$ cat src/design/u8u16_pkg.sv
package u8u16_pkg;

  localparam int unsigned POINT_W = 21;
  localparam int unsigned UNIT_W  = 16;

  localparam logic [UNIT_W-1:0]  REPLACEMENT = 16'hFFFD;
  localparam logic [UNIT_W-1:0]  HI_SURR     = 16'hD800;
  localparam logic [UNIT_W-1:0]  LO_SURR     = 16'hDC00;
  localparam logic [POINT_W-1:0] SUPP_BASE   = 21'h010000;

  // decoded code point handed from front to back
  typedef struct packed {
    logic [POINT_W-1:0] point;
    logic               done;
  } point_word_t;

  typedef enum logic {
    BK_UNIT,
    BK_LOW
  } back_state_t;

endpackage

$ cat src/design/utf8_to_utf16_transcoder.sv
// UTF-8 to UTF-16 transcoder. Takes one byte per cycle whenever the point queue
// has room; a code point leaves as one 16-bit word per cycle while out_stall is
// low, or two consecutive words for a surrogate pair, so the output side sets the
// sustained rate only when pairs cluster. A point passes the point queue, then the
// output word register. QUEUE_DEPTH decoded points sit between the byte decoder
// and the unit splitter; in_stall rises only when that queue is full.
module utf8_to_utf16_transcoder #(
  parameter int unsigned QUEUE_DEPTH = 4
) (
  input  logic        clk,
  input  logic        rst_n,
  input  logic        in_valid,
  output logic        in_stall,
  input  logic [7:0]  in_byte,
  input  logic        in_end_of_text,
  output logic        out_valid,
  input  logic        out_stall,
  output logic [15:0] out_code_unit,
  output logic        out_last_of_byte,
  output logic        out_text_done
);

  logic                   q_full;
  logic                   push;
  logic                   pop;
  logic                   head_valid;
  u8u16_pkg::point_word_t push_word;
  u8u16_pkg::point_word_t head_word;

  u8u16_front u_front (
    .clk            (clk),
    .rst_n          (rst_n),
    .in_valid       (in_valid),
    .in_byte        (in_byte),
    .in_end_of_text (in_end_of_text),
    .q_full         (q_full),
    .in_stall       (in_stall),
    .push           (push),
    .push_word      (push_word)
  );

  u8u16_queue #(
    .DEPTH (QUEUE_DEPTH)
  ) u_queue (
    .clk        (clk),
    .rst_n      (rst_n),
    .push       (push),
    .push_word  (push_word),
    .pop        (pop),
    .full       (q_full),
    .head_valid (head_valid),
    .head_word  (head_word)
  );

  u8u16_back u_back (
    .clk              (clk),
    .rst_n            (rst_n),
    .head_valid       (head_valid),
    .head_word        (head_word),
    .pop              (pop),
    .out_stall        (out_stall),
    .out_valid        (out_valid),
    .out_code_unit    (out_code_unit),
    .out_last_of_byte (out_last_of_byte),
    .out_text_done    (out_text_done)
  );

endmodule

$ cat src/design/u8u16_front.sv
module u8u16_front (
  input  logic                  clk,
  input  logic                  rst_n,
  input  logic                  in_valid,
  input  logic [7:0]            in_byte,
  input  logic                  in_end_of_text,
  input  logic                  q_full,
  output logic                  in_stall,
  output logic                  push,
  output u8u16_pkg::point_word_t push_word
);

  logic [1:0]                       pending_r, pending_nxt;
  logic [u8u16_pkg::POINT_W-1:0]    partial_r, partial_nxt;
  logic [u8u16_pkg::POINT_W-1:0]    merged;
  logic [1:0]                       pend_dec;
  logic                             accept;
  logic                             emit;

  assign in_stall = q_full;
  assign accept   = in_valid && !q_full;
  assign pend_dec = pending_r - 2'd1;

  always_comb begin
    case (pending_r)
      2'd1:    merged = partial_r | {15'd0, in_byte[5:0]};
      2'd2:    merged = partial_r | {9'd0, in_byte[5:0], 6'd0};
      default: merged = partial_r | {3'd0, in_byte[5:0], 12'd0};
    endcase
  end

  always_comb begin
    emit            = 1'b0;
    push_word.point = merged;
    push_word.done  = in_end_of_text;
    pending_nxt     = pending_r;
    partial_nxt     = partial_r;
    if (pending_r != 2'd0) begin
      emit        = (pend_dec == 2'd0) || in_end_of_text;
      pending_nxt = pend_dec;
      partial_nxt = (pend_dec == 2'd0) ? '0 : merged;
    end else begin
      unique casez (in_byte)
        8'b0???????: begin
          emit            = 1'b1;
          push_word.point = {13'd0, in_byte};
        end
        8'b110?????: begin
          emit            = in_end_of_text;
          partial_nxt     = {10'd0, in_byte[4:0], 6'd0};
          push_word.point = partial_nxt;
          pending_nxt     = 2'd1;
        end
        8'b1110????: begin
          emit            = in_end_of_text;
          partial_nxt     = {5'd0, in_byte[3:0], 12'd0};
          push_word.point = partial_nxt;
          pending_nxt     = 2'd2;
        end
        8'b11110???: begin
          emit            = in_end_of_text;
          partial_nxt     = {in_byte[2:0], 18'd0};
          push_word.point = partial_nxt;
          pending_nxt     = 2'd3;
        end
        default: begin
          emit            = 1'b1;
          push_word.point = {5'd0, u8u16_pkg::REPLACEMENT};
        end
      endcase
    end
    if (in_end_of_text) begin
      pending_nxt = 2'd0;
      partial_nxt = '0;
    end
  end

  assign push = accept && emit;

  always_ff @(posedge clk) begin
    if (!rst_n) begin
      pending_r <= 2'd0;
      partial_r <= '0;
    end else if (accept) begin
      pending_r <= pending_nxt;
      partial_r <= partial_nxt;
    end
  end

endmodule

$ cat src/design/u8u16_queue.sv
module u8u16_queue #(
  parameter int unsigned DEPTH = 4
) (
  input  logic                   clk,
  input  logic                   rst_n,
  input  logic                   push,
  input  u8u16_pkg::point_word_t push_word,
  input  logic                   pop,
  output logic                   full,
  output logic                   head_valid,
  output u8u16_pkg::point_word_t head_word
);

  localparam int unsigned PTR_W = (DEPTH > 1) ? $clog2(DEPTH) : 1;
  localparam int unsigned CNT_W = $clog2(DEPTH + 1);

  u8u16_pkg::point_word_t entries_r [DEPTH];
  logic [PTR_W-1:0] wr_ptr_r, rd_ptr_r;
  logic [CNT_W-1:0] count_r;
  logic             do_push, do_pop;

  assign full       = (count_r == CNT_W'(DEPTH));
  assign head_valid = (count_r != '0);
  assign head_word  = entries_r[rd_ptr_r];
  assign do_push    = push && !full;
  assign do_pop     = pop && head_valid;

  always_ff @(posedge clk) begin
    if (do_push) begin
      entries_r[wr_ptr_r] <= push_word;
    end
  end

  always_ff @(posedge clk) begin
    if (!rst_n) begin
      wr_ptr_r <= '0;
      rd_ptr_r <= '0;
      count_r  <= '0;
    end else begin
      if (do_push) begin
        wr_ptr_r <= (wr_ptr_r == PTR_W'(DEPTH - 1)) ? '0 : wr_ptr_r + 1'b1;
      end
      if (do_pop) begin
        rd_ptr_r <= (rd_ptr_r == PTR_W'(DEPTH - 1)) ? '0 : rd_ptr_r + 1'b1;
      end
      if (do_push && !do_pop) begin
        count_r <= count_r + 1'b1;
      end else if (do_pop && !do_push) begin
        count_r <= count_r - 1'b1;
      end
    end
  end

endmodule

$ cat src/design/u8u16_back.sv
module u8u16_back (
  input  logic                   clk,
  input  logic                   rst_n,
  input  logic                   head_valid,
  input  u8u16_pkg::point_word_t head_word,
  output logic                   pop,
  input  logic                   out_stall,
  output logic                   out_valid,
  output logic [15:0]            out_code_unit,
  output logic                   out_last_of_byte,
  output logic                   out_text_done
);

  u8u16_pkg::back_state_t state_r, state_nxt;

  logic                          valid_r, valid_nxt;
  logic [15:0]                   unit_r, unit_nxt;
  logic                          last_r, last_nxt;
  logic                          done_r, done_nxt;
  logic [15:0]                   low_r, low_nxt;
  logic                          low_done_r, low_done_nxt;
  logic                          load;
  logic                          big;
  logic [u8u16_pkg::POINT_W-1:0] offs;

  assign load = !valid_r || !out_stall;
  assign big  = (head_word.point[20:16] != 5'd0);
  assign offs = head_word.point - u8u16_pkg::SUPP_BASE;

  always_comb begin
    state_nxt = state_r;
    unique case (state_r)
      u8u16_pkg::BK_UNIT: begin
        if (load && head_valid && big) begin
          state_nxt = u8u16_pkg::BK_LOW;
        end
      end
      u8u16_pkg::BK_LOW: begin
        if (load) begin
          state_nxt = u8u16_pkg::BK_UNIT;
        end
      end
      default: state_nxt = u8u16_pkg::BK_UNIT;
    endcase
  end

  always_comb begin
    pop          = 1'b0;
    valid_nxt    = valid_r;
    unit_nxt     = unit_r;
    last_nxt     = last_r;
    done_nxt     = done_r;
    low_nxt      = low_r;
    low_done_nxt = low_done_r;
    unique case (state_r)
      u8u16_pkg::BK_UNIT: begin
        if (load) begin
          valid_nxt = head_valid;
          pop       = head_valid;
          if (big) begin
            unit_nxt     = u8u16_pkg::HI_SURR + {5'd0, offs[20:10]};
            last_nxt     = 1'b0;
            done_nxt     = 1'b0;
            low_nxt      = u8u16_pkg::LO_SURR | {6'd0, offs[9:0]};
            low_done_nxt = head_word.done;
          end else begin
            unit_nxt = head_word.point[15:0];
            last_nxt = 1'b1;
            done_nxt = head_word.done;
          end
        end
      end
      u8u16_pkg::BK_LOW: begin
        if (load) begin
          valid_nxt = 1'b1;
          unit_nxt  = low_r;
          last_nxt  = 1'b1;
          done_nxt  = low_done_r;
        end
      end
      default: ;
    endcase
  end

  always_ff @(posedge clk) begin
    if (!rst_n) begin
      state_r <= u8u16_pkg::BK_UNIT;
      valid_r <= 1'b0;
    end else begin
      state_r <= state_nxt;
      valid_r <= valid_nxt;
    end
  end

  always_ff @(posedge clk) begin
    unit_r     <= unit_nxt;
    last_r     <= last_nxt;
    done_r     <= done_nxt;
    low_r      <= low_nxt;
    low_done_r <= low_done_nxt;
  end

  assign out_valid        = valid_r;
  assign out_code_unit    = unit_r;
  assign out_last_of_byte = last_r;
  assign out_text_done    = done_r;

endmodule

$ cat config.mk
export PLATFORM = sky130hd
export DESIGN_NAME = utf8_to_utf16_transcoder
export DESIGN_NICKNAME = d
export VERILOG_FILES = /design/src/design/u8u16_pkg.sv /design/src/design/utf8_to_utf16_transcoder.sv /design/src/design/u8u16_front.sv /design/src/design/u8u16_queue.sv /design/src/design/u8u16_back.sv
export SDC_FILE = /design/constraint.sdc
export NUM_CORES = 1
export LEC_CHECK = 0
export BUFFER_PORTS_ARGS = -buffer_cell sky130_fd_sc_hd__clkbuf_2
export CAP_MARGIN = 30
export CELL_PAD_IN_SITES_DETAIL_PLACEMENT = 1
export CELL_PAD_IN_SITES_GLOBAL_PLACEMENT = 2
export CORE_MARGIN = 2
export CORE_UTILIZATION = 30
export DETAILED_ROUTE_END_ITERATION = 6
export PLACE_DENSITY = 0.63
export SYNTH_ARGS = -nofsm -noshare
export SYNTH_HDL_FRONTEND = slang
export SYNTH_SLANG_ARGS = --single-unit
$ cat constraint.sdc
create_clock -name clk -period 7.6 [get_ports clk]
set_clock_uncertainty 0.15 [all_clocks]
set_input_delay 0.76 -clock clk [delete_from_list [all_inputs] [get_ports clk]]
set_output_delay 0.76 -clock clk [all_outputs]
set_load 0.05 [all_outputs]
Word level (Yosys, flattened, before mapping)

Memories as Yosys holds them, arrays and structs flattened. A register that Yosys moved wholly into a read port is not among the register bits.
Cells that the tools add are included.

$add $sub $neg: 7
Multipliers: 0
Div/mod/pow operators: 0
Magnitude comparators: 0
Equal/unequal tests: 10
Shift operators: 0
Muxes and demuxes: 39
Bitwise logic cells: 5
Reduce and logical (&&, ||, !) cells: 25

Operators with widths:

| cell                                                                  | count |
|---|---|
| 21-bit two-way mux                                                    | 4 |
| 21-bit case mux with 4 select lines                                   | 1 |
| 21-bit case mux with 3 select lines                                   | 1 |
| 16-bit two-way mux                                                    | 3 |
| 21-bit case mux with 2 select lines                                   | 1 |
| 16-bit case mux with 2 select lines                                   | 1 |
| 21-bit by 12-bit bitwise OR with 21-bit output                        | 1 |
| 21-bit by 18-bit bitwise OR with 21-bit output                        | 1 |
| 21-bit by 6-bit bitwise OR with 21-bit output                         | 1 |
| 21-bit by 17-bit subtractor with 21-bit output, second input constant | 1 |
| 15-bit by 12-bit adder with 16-bit output, first input constant       | 1 |
| 1-bit two-way mux                                                     | 15 |
| 2-bit two-way mux                                                     | 6 |
| 5-bit nonzero test                                                    | 2 |
| 1-bit logical AND                                                     | 8 |
| 1-bit case mux with 2 select lines                                    | 4 |
| 2-bit == test, second input constant                                  | 3 |
| 3-bit == test, second input constant                                  | 2 |
| 3-bit two-way mux                                                     | 2 |
| 2-bit case mux with 3 select lines                                    | 1 |
| 5-bit == test, second input constant                                  | 1 |
| 1-bit zero test                                                       | 5 |
| 2-bit by 1-bit adder with 2-bit output, second input constant         | 2 |
| 4-bit == test, second input constant                                  | 1 |
| other kinds (14)                                                      | 18 |

Register bits after elaboration: 61
Bits in latches: 0
Bits in writable memories: 88
Bits in read-only memories: 0
Bits of input ports: 13
Output and inout port bits: 20
Logic and storage cells: 99
Memories: 1

Memory list:

| memory            | words | width | rd ports | clocked after memory_dff | write ports | RTL line          | text |
|---|---|---|---|---|---|---|---|
| u_queue.entries_r | 4     | 22    | 1        | 1                        | 1           | u8u16_queue.sv:17 | `u8u16_pkg::point_word_t entries_r [DEPTH];` |

Logic depth before layout (Yosys ltp)

Word-level depth: 10
Mapped depth: 11
Depth with buffers taken out: 11

By module

A second synthesis with hierarchy kept.

Cells, all modules: 470
Area, all modules: 6620.1 µm²

Modules (own cells, without submodules):

| module      | times used | cells an instance | area an instance (µm²) | sequential area each (µm²) |
|---|---|---|---|---|
| u8u16_queue | 1          | 165               | 3657.3                 | 2822.7 |
| u8u16_front | 1          | 204               | 1635.3                 | 460.4 |
| u8u16_back  | 1          | 101               | 1327.5                 | 910.9 |

Worst setup path before layout

No wires, ideal clock.

Path kind: in2reg
From: input port in_byte[3]
To: register u_queue.count_r[2]
Library setup time: 0.076 ns
Arrival time: 2.756 ns
Data required time: 7.374 ns
Path slack: 4.619 ns
Stages on the path: 10
Buffers on the path: 1
Cells stage by stage: buf_2 -> nand3_1 -> a41oi_1 -> o21a_1 -> ha_1 -> inv_1 -> fa_1 -> xor2_1 -> or3_1 -> a21boi_0

Longest elaborated chain between the ends: 9
Elaborated cells between the ends (all ways): 11
Classes of those cells: 1 x eq/ne; 3 x mux; 7 x reduce/logical

RTL lines:

| what                                  | RTL line                       | text |
|---|---|---|
| from (decl)                           | utf8_to_utf16_transcoder.sv:14 | `input logic [7:0] in_byte,` |
| 5-bit == test *                       | u8u16_front.sv:43              | `unique casez (in_byte)` |
| 3-bit OR reduction (no source line) * | --                             |  |
| 1-bit two-way mux *                   | u8u16_front.sv:43              |  |
| 1-bit two-way mux *                   | u8u16_front.sv:38              | `if (pending_r != 2'd0) begin` |
| 1-bit logical AND *                   | u8u16_front.sv:78              | `assign push = accept && emit;` |
| 1-bit logical AND *                   | u8u16_queue.sv:25              | `assign do_push = push && !full;` |
| net u_queue.do_push                   | u8u16_queue.sv:20              | `logic do_push, do_pop;` |
| 1-bit zero test                       | u8u16_queue.sv:48              | `end else if (do_pop && !do_push) begin` |
| 1-bit logical AND                     | u8u16_queue.sv:48              |  |
| 2-bit nonzero test (no source line)   | --                             |  |
| to (signal assigned)                  | u8u16_queue.sv:47              | `count_r <= count_r + 1'b1;` |
| to (signal assigned)                  | u8u16_queue.sv:49              | `count_r <= count_r - 1'b1;` |
| to (decl)                             | u8u16_queue.sv:19              | `logic [CNT_W-1:0] count_r;` |

The timed path passes the listed nets; every way through them passes the cells marked *.
A chain may end at the register's enable or synchronous reset.

Final worst setup path

From: register u_front.pending_r[0]
To: register u_queue.count_r[2]

Longest elaborated chain between the ends: 9
Elaborated cells between the ends (all ways): 12
Classes of those cells: 1 x add/sub; 2 x mux; 9 x reduce/logical

RTL lines:

| what                                        | RTL line          | text |
|---|---|---|
| from (decl)                                 | u8u16_front.sv:13 | `logic [1:0] pending_r, pending_nxt;` |
| from (signal assigned)                      | u8u16_front.sv:85 | `pending_r <= pending_nxt;` |
| 2-bit by 1-bit subtractor with 2-bit output | u8u16_front.sv:22 | `assign pend_dec = pending_r - 2'd1;` |
| 2-bit zero test                             | u8u16_front.sv:39 | `emit = (pend_dec == 2'd0) \|\| in_end_of_text;` |
| 1-bit logical OR                            | u8u16_front.sv:39 |  |
| 1-bit two-way mux *                         | u8u16_front.sv:38 |  |
| 1-bit logical AND *                         | u8u16_front.sv:78 |  |
| 1-bit logical AND *                         | u8u16_queue.sv:25 |  |
| net u_queue.do_push                         | u8u16_queue.sv:20 |  |
| 1-bit zero test                             | u8u16_queue.sv:48 |  |
| 1-bit logical AND                           | u8u16_queue.sv:48 |  |
| 2-bit nonzero test (no source line)         | --                |  |

Marks and branches as above.

==> impl_metrics.ini <==
[cts]
cts_hold_buf = 0
clkSinkCount = 151
cts_resized = 0
cts-root-buf = clkbuf_16
numCtsBuffers = 17
path_clk_slew_ps = 60
clk_latency_ps = 420
postCtsSetupRepairBufs = 0
h-tree-depth = 4
tritoncts = built
clock_path_buffers = 2

[critical_path]
cp.required_ps = 7790
r2r_cells = 11
crit_chain = inv_1, ha_1, nor2_1, a41oi_1, o21a_1, ha_1, inv_1, fa_1, xor2_1, or3_1, a21boi_0
crit_family = adder cells
worst-setup-path-type = reg -> reg
r2r-end = u_queue.count_r[2]
cp.arrival_ps = 3590
cp_slowest_cell = ha_1
cp-start-kind = flip-flop
slowest_delay_ps = 490
cp_num_buf_inv = 2
cp-end-kind = flip-flop
cp_max_fo = 16
reg2reg_from = u_front.pending_r[0]
r2r_slack_ps = 4200

[synthesis]
synth_area_leaders = edfxtp_1 (54%), dfxtp_1 (10%), mux4_2 (7.3%)
synth_fp_nets = 472
ys_warn_count = 0
post-synth-top-area-cell = edfxtp_1
synth_ff_type = edfxtp_1
syn-cell-area_um2 = 6490
ys_seq_area_share_pct = 64.6
yosysTopAreaCellShare_pct = 54.2
synthCells = 447
synthMuxAreaShare_pct = 8.87
yosys.area_share.simple_pct = 9.24
async_flop_share_pct = 0
synth_top_family_by_area = compound AO/OA/AOI/OAI gates
synth_xor_area_share_pct = 0.405
synth_area_per_cell_um2 = 14.5
synth_seq_cells = 151
synth_cell_types = 57
synth_compound_area_share_pct = 11.8
synth_fa_ha_area_share_pct = 2.43
synth_edf_count = 117

[grt]
globalRouteTotalUtil_pct = 13.6
overflow = 0
antenna_found_initial = 0
grt_pass1_vias = 4047
grt_pass1_wl_um = 22700
grt_max_degree = 27

[floorplanning]
ios = 33
core_um2 = 21200
dieArea_um2 = 22800
initial_core_util_pct = 30.7
placementRows = 53
die_y_um = 151
dieWidth_um = 151

[cells_and_area]
instances_no_fill = 767
final_area_um2 = 7480
antennaDiodeCount = 0
drive_above_1_share_pct = 19.3
layout_commonest_cell = edfxtp_1
fillers = 2225
ff_latch_area_um2 = 4190
multi_input_area_um2 = 2120
area.growth.synth_to_final_pct = 15.4
final_nets = 504
mostFrequentLayoutCells = edfxtp_1 (117), dfxtp_1 (34), clkbuf_2 (32)

[place]
dp_hpwl_um = 9750
routabilityCongestion = 0.883
place_inst = 735
placed_cell_area_um2 = 6920
numPortBuffers = 32

[sta]
fmax_mhz = 294
relSlewSlack_pct = 39.3
hold_violations = 0
finalSetupViolCount = 0
rsz0062_at_grt = false
final.setup.tns_ps = 0
period_share_pct = 44.8
fin_crit_ps = 3400
tightest_slew_ps = 904
slew_viol_final = 0

[min_path]
min_to = u_front.partial_r[0]
hp-class = reg -> reg
worstHoldPathCells = 1
hold_start = u_front.partial_r[0]

[status]
status = complete, no violations

[detailed_routing]
dr.pass1.iters = 4
routed_wirelength_um = 14300
vias_per_cell = 5.02
antenna_left = 0
vias = 3851
wl_per_cell_um = 18.7
drt_iter0_drc = 156
drc = 0

[power]
intPower_uw = 1790
leakage_uw = 0.00262
vdd_drop_max_mv = 0.148
power.clock.fraction_pct = 29.9
comb_power_share_pct = 28.2
power_density_nw_per_um2 = 361
p_seq_share_pct = 41.9
netSwitchingPower_uw = 910
swShare_pct = 33.7

[run]
cap_violations = 0
stage by stage:
step           total power [uW]  hold WS (ps)  setup WS (ps)  util [%]
4_1_cts                    2750           320           4200      35.4
6_report                   2700           312           4200      35.4
3_5_place_dp               1930           299           4190      32.7
5_1_grt                    2850           334           3960      35.4
2_1_floorplan              1730           280           4620         -
3_3_place_gp               1910           292           4280      32.7
area by class of cell:
| type | count | area share [%] |
|---|---|---|
| sequential | 151 | 56.0 |
| multi-input combinational | 258 | 28.4 |
| clock buffer | 18 | 5.73 |
| tap | 275 | 4.60 |
| timing repair buffer | 38 | 2.74 |
| clock inverter | 14 | 1.87 |
| inverter | 13 | 0.652 |
per-layer routing:
layer,track usage [%],part of all wire [%],vias to the layer above
met5,0,0,-
met4,5.05,1.9,0
met3,3.55,3.6,18
met2,22.1,48,76
met1,17.5,46,1950
li1,-,-,1807
registers in the layout, summed over array words and instances, names as in the netlist, named ones only:
register                 cells
u_back.out_valid             1
u_back.low_done_r            1
u_queue.count_r              3
u_back.out_last_of_byte      1
u_back.low_r                10
u_back.out_text_done         1
u_front.pending_r            2
u_queue.entries_r           88
u_queue.wr_ptr_r             2
u_back.out_code_unit        16
u_front.partial_r           21
u_back.state_r               1
u_queue.rd_ptr_r             2
Yosys cell counts, drive strengths merged (4+ instances only):
cell / number
a22o: 15
or3: 6
a21oi: 9
o21ai: 18
mux2i: 8
a221o: 12
a22oi: 4
and2: 16
clkbuf: 16
a21o: 6
nand2b: 9
nor2b: 8
buf: 9
nor2: 15
o21a: 7
nor3: 8
dfxtp: 34
mux4: 21
edfxtp: 117
nand3: 13
inv: 13
nand2: 28
ha: 11
a21boi: 12
how the worst max path moves through the flow:
stage / from / depth (start not counted) / slack (ps) / end
after floorplan: in_byte[3] / 10 / 4620 / u_queue.count_r[2]
after global placement: in_byte[3] / 10 / 4280 / u_queue.count_r[2]
after detailed placement: in_byte[3] / 10 / 4190 / u_queue.count_r[2]
after CTS: u_front.pending_r[0] / 11 / 4200 / u_queue.count_r[2]
after global routing: u_front.pending_r[1] / 11 / 3960 / u_queue.count_r[2]
final: u_front.pending_r[0] / 11 / 4200 / u_queue.count_r[2]
power by group through the flow:
stage / clock network [uW] / registers, uW / logic [uW]
3_5_place_dp: 0 / 1150 / 776
3_3_place_gp: 0 / 1140 / 766
4_1_cts: 832 / 1130 / 778
2_1_floorplan: 0 / 1280 / 449
6_report: 808 / 1130 / 763
5_1_grt: 865 / 1150 / 831
logic make-up after synthesis:
group | Yosys count
fa+ha+maj | 12
simple gates | 112
compound gates | 100
flops | 151
mux | 31
xor+xnor | 3
buf+inv | 38
worst reg2reg max path: cells and delay by family (launching register included):
family | cells | cell delay, ps
compound gates | 3 | 820
xor+xnor | 1 | 160
fa+ha+maj | 3 | 1150
buf+inv | 2 | 160
flops | 1 | 350
simple gates | 2 | 530
No activity file was read; power rests on OpenSTA's default activity.
